`src/mpr_pkg.sv`:
```
// Shared codes, handshake structs and turn tables for the maze path recorder.
`default_nettype none
package mpr_pkg;

	// operations
	localparam logic [2:0] OP_DECIDE = 3'd0;
	localparam logic [2:0] OP_DEAD   = 3'd1;
	localparam logic [2:0] OP_SOLVE  = 3'd2;
	localparam logic [2:0] OP_REPLAY = 3'd3;
	localparam logic [2:0] OP_CLEAR  = 3'd4;

	// turns
	localparam logic [2:0] T_STRAIGHT = 3'd0;
	localparam logic [2:0] T_LEFT90   = 3'd1;
	localparam logic [2:0] T_RIGHT90  = 3'd2;
	localparam logic [2:0] T_LEFT180  = 3'd3;
	localparam logic [2:0] T_RIGHT180 = 3'd4;
	localparam logic [2:0] T_FINISHED = 3'd5;
	localparam logic [2:0] T_STOP     = 3'd6;

	// line kinds
	localparam logic [2:0] K_NONE     = 3'd0;
	localparam logic [2:0] K_LEFT     = 3'd1;
	localparam logic [2:0] K_RIGHT    = 3'd2;
	localparam logic [2:0] K_FULL     = 3'd3;
	localparam logic [2:0] K_STRAIGHT = 3'd4;

	// datapath commands
	localparam int CMD_W = 4;
	localparam logic [CMD_W-1:0] CMD_NOP        = 4'd0;
	localparam logic [CMD_W-1:0] CMD_LOAD       = 4'd1;
	localparam logic [CMD_W-1:0] CMD_EXEC       = 4'd2;
	localparam logic [CMD_W-1:0] CMD_RP_READ    = 4'd3;
	localparam logic [CMD_W-1:0] CMD_RP_DONE    = 4'd4;
	localparam logic [CMD_W-1:0] CMD_RD_INIT    = 4'd5;
	localparam logic [CMD_W-1:0] CMD_RD_READ    = 4'd6;
	localparam logic [CMD_W-1:0] CMD_RD_PUSH    = 4'd7;
	localparam logic [CMD_W-1:0] CMD_RD_FOLD    = 4'd8;
	localparam logic [CMD_W-1:0] CMD_RD_RL1     = 4'd9;
	localparam logic [CMD_W-1:0] CMD_RD_RL2     = 4'd10;
	localparam logic [CMD_W-1:0] CMD_RD_END     = 4'd11;
	localparam logic [CMD_W-1:0] CMD_RV_RA      = 4'd12;
	localparam logic [CMD_W-1:0] CMD_RV_RB      = 4'd13;
	localparam logic [CMD_W-1:0] CMD_RV_WA      = 4'd14;
	localparam logic [CMD_W-1:0] CMD_RV_WB      = 4'd15;

	typedef struct packed {
		logic [CMD_W-1:0] code;
		logic             solve_done;
	} dp_cmd_t;

	typedef struct packed {
		logic [2:0] op;
		logic       fold_ok;
		logic       rd_more;
		logic       rv_more;
		logic       out_full;
	} dp_sts_t;

	// wall-follower turn choice
	function automatic logic [2:0] choose_turn(input logic [2:0] p, input logic [2:0] c,
		input logic left_rule);
		logic [2:0] t;
		t = T_STOP;
		if (p == K_NONE && c == K_NONE) t = T_RIGHT180;
		else if (p == K_LEFT && c == K_NONE) t = T_LEFT90;
		else if (p == K_RIGHT && c == K_NONE) t = T_RIGHT90;
		else if (p == K_FULL && (c == K_NONE || c == K_STRAIGHT))
			t = left_rule ? T_LEFT90 : T_RIGHT90;
		else if (p == K_LEFT && c == K_STRAIGHT) t = left_rule ? T_LEFT90 : T_STRAIGHT;
		else if (p == K_RIGHT && c == K_STRAIGHT) t = left_rule ? T_STRAIGHT : T_RIGHT90;
		else if (p == K_FULL && c == K_FULL) t = T_FINISHED;
		return t;
	endfunction

	// folded turn for before / U-turn / after; both neighbors already checked valid
	function automatic logic [2:0] fold_triple(input logic [2:0] a, input logic [2:0] b);
		logic [2:0] r;
		r = T_LEFT180;
		if (a == T_STRAIGHT && b == T_LEFT90) r = T_RIGHT90;
		else if (a == T_LEFT90 && b == T_LEFT90) r = T_STRAIGHT;
		else if (a == T_LEFT90 && b == T_RIGHT90) r = T_LEFT180;
		else if (a == T_RIGHT90 && b == T_LEFT90) r = T_LEFT180;
		else if (a == T_LEFT90 && b == T_STRAIGHT) r = T_RIGHT90;
		else if (a == T_RIGHT90 && b == T_STRAIGHT) r = T_LEFT90;
		else if (a == T_RIGHT90 && b == T_RIGHT90) r = T_STRAIGHT;
		else if (a == T_STRAIGHT && b == T_RIGHT90) r = T_LEFT90;
		return r;
	endfunction

	// swap left90 and right90 for the way back
	function automatic logic [2:0] mirror(input logic [2:0] t);
		logic [2:0] m;
		m = t;
		if (t == T_LEFT90) m = T_RIGHT90;
		else if (t == T_RIGHT90) m = T_LEFT90;
		return m;
	endfunction

endpackage
`default_nettype wire

```
`src/mpr_ctrl.sv`:
```
// Controller state machine sequencing requests, reduction and reversal.
`default_nettype none
module mpr_ctrl (
	input  wire logic            clk,
	input  wire logic            arst_n,
	input  wire logic            in_valid,
	output logic                 in_ready,
	input  wire mpr_pkg::dp_sts_t sts,
	output mpr_pkg::dp_cmd_t     cmd
);

	localparam logic [4:0] S_IDLE     = 5'd0;
	localparam logic [4:0] S_DISP     = 5'd1;
	localparam logic [4:0] S_EXEC     = 5'd2;
	localparam logic [4:0] S_RP_RD    = 5'd3;
	localparam logic [4:0] S_RP_DONE  = 5'd4;
	localparam logic [4:0] S_RD_INIT  = 5'd5;
	localparam logic [4:0] S_RD_CHECK = 5'd6;
	localparam logic [4:0] S_RD_READ  = 5'd7;
	localparam logic [4:0] S_RD_PUSH  = 5'd8;
	localparam logic [4:0] S_RD_FOLD  = 5'd9;
	localparam logic [4:0] S_RD_RL1   = 5'd10;
	localparam logic [4:0] S_RD_RL2   = 5'd11;
	localparam logic [4:0] S_RD_END   = 5'd12;
	localparam logic [4:0] S_RV_CHECK = 5'd13;
	localparam logic [4:0] S_RV_RA    = 5'd14;
	localparam logic [4:0] S_RV_RB    = 5'd15;
	localparam logic [4:0] S_RV_WA    = 5'd16;
	localparam logic [4:0] S_RV_WB    = 5'd17;
	localparam logic [4:0] S_SV_DONE  = 5'd18;

	logic [4:0] state_q, state_d;

	assign in_ready = (state_q == S_IDLE);

	// next state and command
	always_comb begin
		state_d = state_q;
		cmd.code = mpr_pkg::CMD_NOP;
		cmd.solve_done = 1'b0;
		case (state_q)
			S_IDLE: begin
				if (in_valid) begin
					cmd.code = mpr_pkg::CMD_LOAD;
					state_d = S_DISP;
				end
			end
			S_DISP: begin
				if (sts.op == mpr_pkg::OP_SOLVE) state_d = S_RD_INIT;
				else if (sts.op == mpr_pkg::OP_REPLAY) state_d = S_RP_RD;
				else state_d = S_EXEC;
			end
			S_EXEC: begin
				if (!sts.out_full) begin
					cmd.code = mpr_pkg::CMD_EXEC;
					state_d = S_IDLE;
				end
			end
			S_RP_RD: begin
				cmd.code = mpr_pkg::CMD_RP_READ;
				state_d = S_RP_DONE;
			end
			S_RP_DONE: begin
				// output busy: keep reading the same entry so the data stays put
				if (!sts.out_full) begin
					cmd.code = mpr_pkg::CMD_RP_DONE;
					state_d = S_IDLE;
				end else begin
					cmd.code = mpr_pkg::CMD_RP_READ;
				end
			end
			S_RD_INIT: begin
				cmd.code = mpr_pkg::CMD_RD_INIT;
				state_d = S_RD_CHECK;
			end
			S_RD_CHECK: begin
				if (sts.fold_ok) state_d = S_RD_FOLD;
				else if (sts.rd_more) state_d = S_RD_READ;
				else state_d = S_RD_END;
			end
			S_RD_READ: begin
				cmd.code = mpr_pkg::CMD_RD_READ;
				state_d = S_RD_PUSH;
			end
			S_RD_PUSH: begin
				cmd.code = mpr_pkg::CMD_RD_PUSH;
				state_d = S_RD_CHECK;
			end
			S_RD_FOLD: begin
				cmd.code = mpr_pkg::CMD_RD_FOLD;
				state_d = S_RD_RL1;
			end
			S_RD_RL1: begin
				cmd.code = mpr_pkg::CMD_RD_RL1;
				state_d = S_RD_RL2;
			end
			S_RD_RL2: begin
				cmd.code = mpr_pkg::CMD_RD_RL2;
				state_d = S_RD_CHECK;
			end
			S_RD_END: begin
				cmd.code = mpr_pkg::CMD_RD_END;
				state_d = S_RV_CHECK;
			end
			S_RV_CHECK: begin
				state_d = sts.rv_more ? S_RV_RA : S_SV_DONE;
			end
			S_RV_RA: begin
				cmd.code = mpr_pkg::CMD_RV_RA;
				state_d = S_RV_RB;
			end
			S_RV_RB: begin
				cmd.code = mpr_pkg::CMD_RV_RB;
				state_d = S_RV_WA;
			end
			S_RV_WA: begin
				cmd.code = mpr_pkg::CMD_RV_WA;
				state_d = S_RV_WB;
			end
			S_RV_WB: begin
				cmd.code = mpr_pkg::CMD_RV_WB;
				state_d = S_RV_CHECK;
			end
			S_SV_DONE: begin
				if (!sts.out_full) begin
					cmd.solve_done = 1'b1;
					state_d = S_IDLE;
				end
			end
			default: begin
				state_d = S_IDLE;
			end
		endcase
	end

	// state register
	always_ff @(posedge clk or negedge arst_n) begin
		if (!arst_n) state_q <= S_IDLE;
		else state_q <= state_d;
	end

endmodule
`default_nettype wire

```
`src/mpr_dp.sv`:
```
// Datapath: path store, counters, reduction stack registers and result register.
`default_nettype none
module mpr_dp #(
	parameter int PATH_DEPTH = 128
) (
	input  wire logic             clk,
	input  wire logic             arst_n,
	input  wire mpr_pkg::dp_cmd_t cmd,
	output mpr_pkg::dp_sts_t      sts,
	input  wire logic [2:0]       operation,
	input  wire logic [2:0]       prev_kind,
	input  wire logic [2:0]       curr_kind,
	input  wire logic             cfg_we,
	input  wire logic             cfg_wdata,
	output logic                  out_valid,
	input  wire logic             out_ready,
	output logic [2:0]            turn,
	output logic [7:0]            path_count,
	output logic                  solved,
	output logic                  overflow
);

	localparam int AW = $clog2(PATH_DEPTH);
	localparam int CW = $clog2(PATH_DEPTH + 1);

	logic [2:0] mem [PATH_DEPTH];
	logic [2:0] rdata_q;

	logic [2:0] op_q, pk_q, ck_q;
	logic hand_q, solved_q, out_valid_q;
	logic [CW-1:0] count_q, ridx_q, wp_q, rp_q, ri_q;
	logic [2:0] ta_q, tb_q, tc_q, da_q;
	logic [2:0] turn_q;
	logic [CW-1:0] cnt_out_q;
	logic ovf_q;

	logic full, app, we, out_load;
	logic [2:0] dec_turn, exec_turn, fold_r, wdata, turn_n;
	logic [CW-1:0] rv_j, cnt_n, waddr_w, raddr_w;
	logic sol_n, ovf_n;
	logic [CW+7:0] cnt_ext;

	// decode of the captured request
	always_comb begin
		full = (count_q == CW'(PATH_DEPTH));
		dec_turn = mpr_pkg::choose_turn(pk_q, ck_q, hand_q);
		case (op_q)
			mpr_pkg::OP_DECIDE: exec_turn = dec_turn;
			mpr_pkg::OP_DEAD:   exec_turn = mpr_pkg::T_LEFT180;
			mpr_pkg::OP_CLEAR:  exec_turn = mpr_pkg::T_STRAIGHT;
			default:            exec_turn = mpr_pkg::T_STOP;
		endcase
		app = (op_q == mpr_pkg::OP_DECIDE && dec_turn <= mpr_pkg::T_RIGHT180)
			|| op_q == mpr_pkg::OP_DEAD;
		fold_r = mpr_pkg::fold_triple(tc_q, ta_q);
		rv_j = count_q - CW'(1) - ri_q;
	end

	// store port selection
	always_comb begin
		we = 1'b0;
		waddr_w = '0;
		wdata = '0;
		raddr_w = '0;
		case (cmd.code)
			mpr_pkg::CMD_EXEC: begin
				we = app && !full;
				waddr_w = count_q;
				wdata = exec_turn;
			end
			mpr_pkg::CMD_RP_READ: raddr_w = ridx_q;
			mpr_pkg::CMD_RD_READ: raddr_w = rp_q;
			mpr_pkg::CMD_RD_PUSH: begin
				we = 1'b1;
				waddr_w = wp_q;
				wdata = rdata_q;
			end
			mpr_pkg::CMD_RD_FOLD: begin
				we = 1'b1;
				waddr_w = wp_q - CW'(3);
				wdata = fold_r;
				raddr_w = wp_q - CW'(4);
			end
			mpr_pkg::CMD_RD_RL1: raddr_w = wp_q - CW'(3);
			mpr_pkg::CMD_RV_RA:  raddr_w = ri_q;
			mpr_pkg::CMD_RV_RB:  raddr_w = rv_j;
			mpr_pkg::CMD_RV_WA: begin
				we = 1'b1;
				waddr_w = ri_q;
				wdata = mpr_pkg::mirror(rdata_q);
			end
			mpr_pkg::CMD_RV_WB: begin
				we = 1'b1;
				waddr_w = rv_j;
				wdata = mpr_pkg::mirror(da_q);
			end
			default: begin
				we = 1'b0;
			end
		endcase
	end

	// path store, registered read
	always_ff @(posedge clk) begin
		if (we) mem[waddr_w[AW-1:0]] <= wdata;
		rdata_q <= mem[raddr_w[AW-1:0]];
	end

	// result of the finishing step
	always_comb begin
		cnt_n = count_q;
		sol_n = solved_q;
		ovf_n = 1'b0;
		turn_n = exec_turn;
		out_load = 1'b0;
		if (cmd.solve_done) begin
			out_load = 1'b1;
			sol_n = 1'b1;
			turn_n = mpr_pkg::T_STRAIGHT;
		end else if (cmd.code == mpr_pkg::CMD_EXEC) begin
			out_load = 1'b1;
			if (app) begin
				if (full) ovf_n = 1'b1;
				else cnt_n = count_q + CW'(1);
			end
			if (op_q == mpr_pkg::OP_CLEAR) begin
				cnt_n = '0;
				sol_n = 1'b0;
			end
		end else if (cmd.code == mpr_pkg::CMD_RP_DONE) begin
			out_load = 1'b1;
			turn_n = (ridx_q < count_q) ? rdata_q : mpr_pkg::T_STOP;
		end
	end

	// control registers
	always_ff @(posedge clk or negedge arst_n) begin
		if (!arst_n) begin
			hand_q <= 1'b1;
			count_q <= '0;
			solved_q <= 1'b0;
			ridx_q <= '0;
			out_valid_q <= 1'b0;
		end else begin
			if (cfg_we) hand_q <= cfg_wdata;
			if (out_load) out_valid_q <= 1'b1;
			else if (out_ready) out_valid_q <= 1'b0;
			if (out_load) begin
				count_q <= cnt_n;
				solved_q <= sol_n;
			end
			if (cmd.solve_done) ridx_q <= '0;
			else if (cmd.code == mpr_pkg::CMD_EXEC && op_q == mpr_pkg::OP_CLEAR) ridx_q <= '0;
			else if (cmd.code == mpr_pkg::CMD_RP_DONE && ridx_q < count_q)
				ridx_q <= ridx_q + CW'(1);
			if (cmd.code == mpr_pkg::CMD_RD_END) count_q <= wp_q;
		end
	end

	// payload and work registers
	always_ff @(posedge clk) begin
		case (cmd.code)
			mpr_pkg::CMD_LOAD: begin
				op_q <= operation;
				pk_q <= prev_kind;
				ck_q <= curr_kind;
			end
			mpr_pkg::CMD_RD_INIT: begin
				wp_q <= '0;
				rp_q <= '0;
			end
			mpr_pkg::CMD_RD_PUSH: begin
				wp_q <= wp_q + CW'(1);
				rp_q <= rp_q + CW'(1);
				tc_q <= tb_q;
				tb_q <= ta_q;
				ta_q <= rdata_q;
			end
			mpr_pkg::CMD_RD_FOLD: begin
				wp_q <= wp_q - CW'(2);
				ta_q <= fold_r;
			end
			mpr_pkg::CMD_RD_RL1: tb_q <= rdata_q;
			mpr_pkg::CMD_RD_RL2: tc_q <= rdata_q;
			mpr_pkg::CMD_RD_END: ri_q <= '0;
			mpr_pkg::CMD_RV_RB:  da_q <= rdata_q;
			mpr_pkg::CMD_RV_WB:  ri_q <= ri_q + CW'(1);
			default: begin
				op_q <= op_q;
			end
		endcase
		if (out_load) begin
			turn_q <= turn_n;
			cnt_out_q <= cnt_n;
			ovf_q <= ovf_n;
		end
	end

	// status to the controller
	always_comb begin
		sts.op = op_q;
		sts.fold_ok = (wp_q >= CW'(3)) && (tb_q == mpr_pkg::T_LEFT180)
			&& (ta_q <= mpr_pkg::T_RIGHT90) && (tc_q <= mpr_pkg::T_RIGHT90);
		sts.rd_more = (rp_q < count_q);
		sts.rv_more = ({ri_q, 1'b1} <= {1'b0, count_q});
		sts.out_full = out_valid_q && !out_ready;
	end

	assign cnt_ext = {8'd0, cnt_out_q};
	assign out_valid = out_valid_q;
	assign turn = turn_q;
	assign path_count = cnt_ext[7:0];
	assign solved = solved_q;
	assign overflow = ovf_q;

endmodule
`default_nettype wire

```
`src/maze_path_recorder_reducer.sv`:
```
// Top level of the maze path recorder: controller plus datapath.
//
//  channel | signals                                   | handshake
//  --------+-------------------------------------------+--------------------
//  request | operation, prev_kind, curr_kind           | in_valid / in_ready
//  result  | turn, path_count, solved, overflow        | out_valid / out_ready
//  config  | cfg_wdata (hand_rule)                     | cfg_we, no wait
//
// Decide, dead end, clear and unknown codes go through dispatch and execute;
// replay adds a store read before its result. Solve runs on the single store
// port: a reduction scan reads and pushes each stored turn and folds U-turns;
// the reversal swaps pairs (the middle turn of an odd path counts as a pair).
// One request is in work at a time; a pending result stalls only the final step.
// arst_n clears count, replay index, solved, valid, hand rule, FSM; not store.
`default_nettype none
module maze_path_recorder_reducer #(
	parameter int PATH_DEPTH = 128
) (
	input  wire logic       clk,
	input  wire logic       arst_n,
	input  wire logic       in_valid,
	output logic            in_ready,
	input  wire logic [2:0] operation,
	input  wire logic [2:0] prev_kind,
	input  wire logic [2:0] curr_kind,
	output logic            out_valid,
	input  wire logic       out_ready,
	output logic [2:0]      turn,
	output logic [7:0]      path_count,
	output logic            solved,
	output logic            overflow,
	input  wire logic       cfg_we,
	input  wire logic       cfg_wdata
);

	mpr_pkg::dp_cmd_t cmd;
	mpr_pkg::dp_sts_t sts;

	mpr_ctrl u_ctrl (
		.clk      (clk),
		.arst_n   (arst_n),
		.in_valid (in_valid),
		.in_ready (in_ready),
		.sts      (sts),
		.cmd      (cmd)
	);

	mpr_dp #(.PATH_DEPTH(PATH_DEPTH)) u_dp (
		.clk        (clk),
		.arst_n     (arst_n),
		.cmd        (cmd),
		.sts        (sts),
		.operation  (operation),
		.prev_kind  (prev_kind),
		.curr_kind  (curr_kind),
		.cfg_we     (cfg_we),
		.cfg_wdata  (cfg_wdata),
		.out_valid  (out_valid),
		.out_ready  (out_ready),
		.turn       (turn),
		.path_count (path_count),
		.solved     (solved),
		.overflow   (overflow)
	);

endmodule
`default_nettype wire

```
`config.mk`:
```
export PLATFORM = sky130hd
export DESIGN_NAME = maze_path_recorder_reducer
export DESIGN_NICKNAME = d
export VERILOG_FILES = /design/src/mpr_pkg.sv /design/src/mpr_ctrl.sv /design/src/mpr_dp.sv /design/src/maze_path_recorder_reducer.sv
export SDC_FILE = /design/constraint.sdc
export NUM_CORES = 1
export LEC_CHECK = 0
export ABC_AREA = 1
export BUFFER_PORTS_ARGS = -buffer_cell sky130_fd_sc_hd__buf_2
export CAP_MARGIN = 30
export CORE_UTILIZATION = 35
export CTS_CLUSTER_SIZE = 20
export DETAILED_ROUTE_END_ITERATION = 10
export MAX_ROUTING_LAYER = met4
export PLACE_DENSITY = 0.49
export SETUP_SLACK_MARGIN = 0.5
export SLEW_MARGIN = 10
export SYNTH_ARGS = -nofsm -noshare
export SYNTH_HDL_FRONTEND = slang
export SYNTH_HIERARCHICAL = 1
export SYNTH_SLANG_ARGS = --single-unit
```
`constraint.sdc`:
```
create_clock -name clk -period 7.8 [get_ports clk]
set_input_delay 1.17 -clock clk [delete_from_list [all_inputs] [get_ports clk]]
set_output_delay 1.17 -clock clk [all_outputs]
set_load 0.01 [all_outputs]
```
Word-level counts from Yosys, hierarchy flattened. Memories as Yosys holds them, arrays and structs flattened. A register that Yosys moved wholly into a read port is not among the register bits. Index checks and enable logic that the tools add are counted.

Register bits after elaboration: 81. Output and inout port bits: 15. RAM bits: 384. Bits in latches: 0. Memories kept: 1. Memory bits (read-only): 0.

Memory list: u_dp.mem (words 128, width 3, rd ports 1, clocked after Yosys merged registers in 1, write ports 1, line mpr_dp.sv:26) `logic [2:0] mem [PATH_DEPTH];`.

Bitwise operators: 2. Reduce and logical (&&, ||, !) cells: 51. Shifts and indexed selects: 0. Add/subtract/negate cells: 10. Equal/unequal tests: 54. Divide/modulo/power cells: 0. $mul: 0. Magnitude comparators: 7. Mux-type cells: 71.

Operators by type and width (number): $mux 8 (10); $pmux 5 s14 (1); $mux 3 (21); $pmux 4 s15 (1); $pmux 7 s6 (1); $add 8x1->8 const B (5); $eq 5x4->1 const B (8); $pmux 7 s5 (1); $eq 4x4->1 const B (8); $pmux 8 s2 (2); $eq 3x2->1 const B (10); $mux 5 (5); $pmux 8 s3 (1); $logic_and 1x1->1 (23); $eq 5x3->1 const B (4); $eq 3x1->1 const B (6); $pmux 3 s2 (3); $reduce_bool 2->1 (9); $eq 4x3->1 const B (4); $lt 8x8->1 (2); $mux 1 (16); $eq 5x5->1 const B (3); $logic_not 3->1 (5); $pmux 3 s5 (1); other kinds (30) (45).

Longest topological paths before layout.
Depth in word-level cells: 18. Gate-level depth with buffers: 25. Gate-level depth less buffers: 25.

Modules after synthesis. The synthesis kept the hierarchy.

By module, submodules not included: mpr_dp (times used 1, area an instance 22988.3 sq um, cells an instance 2392); mpr_ctrl (times used 1, area an instance 648.1 sq um, cells an instance 120).

Least setup slack after synthesis. Ideal clock, no wire load.

Kind: input -> register. From: input out_ready. To: memory u_dp.mem[0][1], data pin. Slack: -866 ps. Arrival: 7470 ps. Cell stages on the path: 9. Required time: 6603 ps. Library setup time: 1197 ps. Buffers on the path: 0. Path through: nor2_1 inv_1 nand3_1 nand3_1 nor2_1 inv_2 nor2_2 inv_2 o21ai_0.

RTL lines: start, declared (line maze_path_recorder_reducer.sv:27) `input wire logic out_ready,`; end, declared (line mpr_dp.sv:26).

==> flow_summary.yaml <==
worst_setup_path:
  slowest_stage: "inv_2"
  critPathMostFrequentCell: "nand3_1"
  crit_path_start_kind: "input pin"
  cp_data_arrival_time_ns: 5.50
  rrSetupSlack_ns: 2.89
  worstPathRequired_ns: 8.31
  criticalPathCategory: "in -> reg"
  path_max_fanout: 143
  path_cells: "buf_2 -> nor2_1 -> inv_1 -> nand3_1 -> nand4_1 -> nand2_1 -> inv_2 -> nand3_1 -> nand2_1 -> inv_4 -> nand2_8 -> inv_2 -> nand2_1 -> nand3_1 -> nand3_1 -> nand3_1 -> nand3_1 -> nand3_1 -> nand2_1 -> nand2_1 -> nand2_1"
  cpLargestDelayFamily: "simple AND/OR/NAND/NOR gates"
  setup.worst_path.end_class: "flop"
  cpPeakStageDelay_ns: 0.70
  critPathBufInv: 5
drt:
  top_layer_used: "met4"
  routed_wirelength_mm: 68.0
  final_antenna_net_count: 0
  dr.pass1.iters: 5
  drt_iter0_drc: 1639
  wl_met2_mm: 31.3
  met1_length_mm: 31.1
  post_drt_via_cell_ratio: 5.19
  dr_total_vias: 17777
  route.met3.wl_mm: 4.00
  drc: 0
  wl_per_cell_um: 19.9
pwr:
  power.switching_mw: 4.48
  cellLeakagePower_nw: 10.4
  p_clk_share_pct: 23.1
  power_density_nw_per_um2: 398
  seqPwrFrac_pct: 34.9
  internal_power_mw: 6.04
  comb_power_share_pct: 42.0
  netSwitchingFraction_pct: 42.6
  ir_drop_mv: 0.395
sta:
  worst_pin_slew_ns: 0.972
  fin_setup_tns_ns: 0
  setup_violations: 0
  timing.final.crit_share_pct: 63.9
  relSlewSlack_pct: 35.0
  skew_ns: 0.0257
  drv_slew: 0
  min_period_ns: 4.99
  worst_slack_ns: 2.81
  hold_viol_final: 0
  rsz0062_at_grt: "false"
  fmax_mhz: 201
yosys:
  yosys.area.top_type_share_pct: 56.0
  yosysSeqAreaShare_pct: 58.8
  yosys-mux-area-fraction_pct: 0
  synth_seq_cells: 468
  syn_nets: 2567
  synth_xor_xnor_area_share_pct: 0.667
  synth_cell_type_count: 51
  syn_area_um2: 23600
  synth_top_family_by_area: "simple AND/OR/NAND/NOR gates"
  synth_cells: 2512
  async_reset_ff_share_pct: 5.13
  yosysWarningCount: 6
  yosysTopAreaCell: "edfxtp_1"
  postSynthAreaPerCell_um2: 9.41
  yosys_most_used_dff: "edfxtp_1"
  synth-simple-area-share_pct: 26.9
  synth_compound_area_share_pct: 3.66
  yosys-top-cells-area: "edfxtp_1, nand3_1, nand2_1, inv_1, nor2_1"
  synth_edf_count: 441
  synth_fa_ha_area_share_pct: 2.15
floorplanning:
  core_um2: 66300
  start_util_pct: 35.6
  rows: 94
  die_y_um: 262
  die_w_um: 262
  die-area_um2: 68600
  boundaryPins: 30
hold_path:
  worstHoldPathType: "reg -> reg"
clocking:
  cts_hold_buf: 0
  cts_resized: 0
  numClockSinks: 468
  clockRootBuffer: "clkbuf_16"
  cts.path.max_buffers: 3
  tritoncts: "yes"
  htreeDepth: 2
  cts_setup_buffers: 0
  clkTransAtPathRegs_ns: 0.06
  clk_latency_ns: 0.62
  numCtsBuffers: 52
placement:
  place.gp.congestion: 0.909
  port_buffers: 29
  dp_hpwl_mm: 42.6
  place_ws_ns: 2.15
global_routing:
  antenna_found_initial: 0
  grt_start_max_net_pins: 144
  grt_remaining_overflow: 0
  grt_pass1_wl_mm: 103
  grt_use_total_pct: 20.5
  grt_pass1_vias: 17105
final_layout:
  area_growth_pct: 11.8
  layout-drive-gt1-share_pct: 7.18
  n_antenna_cell: 0
  nets: 2574
flow_run:
  max_cap_violations: 0
outcome:
  outcome: "completed"
-- kinds of logic after synthesis --
family,after synthesis
compound gates,148
xor+xnor,18
fa+ha+maj,40
buf+inv,466
flops,468
simple gates,1372
-- per-stage QoR --
step | power [mW] | hold WS [ns] | cells | util, % | cell area, um^2
floorplan | 6.55 | 0.442 | 2512 | - | 23600
global placement | 8.10 | 0.458 | 3321 | 37.1 | 24600
detailed placement | 8.11 | 0.463 | 3325 | 37.2 | 24700
finish | 10.5 | 0.477 | 3426 | 39.8 | 26400
global route | 11.2 | 0.515 | 3426 | 39.8 | 26400
CTS | 10.6 | 0.478 | 3422 | 39.7 | 26300
-- layout by cell type, fill, tap and decap left out, drive strengths merged, types with 2 or more instances in the layout --
| cell type | n |
|---|---|
| a31oi | 3 |
| nand4 | 5 |
| dfrtp | 23 |
| o211ai | 9 |
| buf | 61 |
| clkinvlp | 4 |
| clkinv | 19 |
| xnor2 | 7 |
| a211oi | 7 |
| a21oi | 49 |
| nor4 | 9 |
| xor2 | 11 |
| o22ai | 13 |
| o21ai | 49 |
| nand2 | 496 |
| edfxtp | 441 |
| o21a | 5 |
| o221ai | 2 |
| nor3b | 6 |
| dfxtp | 3 |
| o32ai | 2 |
| clkbuf | 69 |
| a21boi | 2 |
| nor2 | 256 |
| bufinv | 4 |
| nand3b | 116 |
| nor3 | 25 |
| inv | 359 |
| or2 | 3 |
| ha | 39 |
| nand3 | 456 |
-- registers in the layout, indices dropped and copies added, names as in the netlist, 5 cells and up --
register,flops
u_ctrl/state_q,5
u_dp/ridx_q,8
u_dp/ri_q,8
u_dp/mem,384
u_dp/rp_q,8
u_dp/wp_q,8
u_dp/path_count,8
u_dp/count_q,8
-- layout make-up --
class                           count  area (um^2)
Timing Repair Buffer               61          478
Tap cell                          864         1080
Inverter                          358         1350
Fill cell                        6601        39900
Clock buffer                       69         1410
Sequential cell                   468        13900
Multi-Input combinational cell   1578         7950
Clock inverter                     28          270
-- worst paths after layout --
path | from | to | cells after the start
worst max-delay path | out_ready | u_dp/rdata_q[1]$_DFF_P_ | 21
worst max register to register | u_ctrl/state_q[0]$_DFFE_PN0P_ | u_dp/rdata_q[1]$_DFF_P_ | 22
min in group asynchronous | arst_n | u_dp/solved$_DFFE_PN0P_ | 1
worst min register to register | u_dp/solved$_DFFE_PN0P_ | u_dp/solved$_DFFE_PN0P_ | 2
max in group asynchronous | arst_n | u_dp/ridx_q[7]$_DFFE_PN0P_ | 1
worst min-delay path | u_dp/solved$_DFFE_PN0P_ | u_dp/solved$_DFFE_PN0P_ | 2
-- power groups by stage --
stage	clock, mW	combinational, mW	sequential (mW)
6_report	2.43	4.42	3.67
5_1_grt	2.59	4.88	3.69
4_1_cts	2.50	4.40	3.67
3_5_place_dp	0	4.39	3.72
3_3_place_gp	0	4.37	3.72
2_1_floorplan	0	2.80	3.76
-- cells in the mapped netlist, types with 23 or more instances --
cell type  number
inv_1         339
edfxtp_1      441
buf_2          65
nand3_1       453
dfrtp_1        23
nand2_1       492
ha_1           39
nand3b_1      116
nor3_1         24
nor2_1        244
clkbuf_1       38
o21ai_0        49
a21oi_1        48
-- metal layers --
layer  vias to the layer above  GRT usage [%]
met5                         -              -
met4                         0           5.83
met3                       105           3.56
met2                       495           31.6
met1                      8668           27.7
li1                       8509              -
-- worst register-to-register path, stage by stage (launching register included) --
cell,delay [ns]
dfrtp_1,0.44
nor2_1,0.36
nand3_1,0.22
nand2_1,0.13
a21oi_1,0.07
nand3_1,0.23
inv_2,0.10
nand2_1,0.16
nor2_2,0.10
nand2_1,0.07
nand2_1,0.10
inv_4,0.58
nand2_8,0.66
inv_2,0.75
nand2_1,0.11
nand3_1,0.09
nand3_1,0.10
nand3_1,0.10
nand3_1,0.12
nand3_1,0.15
nand2_1,0.07
nand2_1,0.06
nand2_1,0.05
Note: power is estimated with default switching activity, not from simulation.
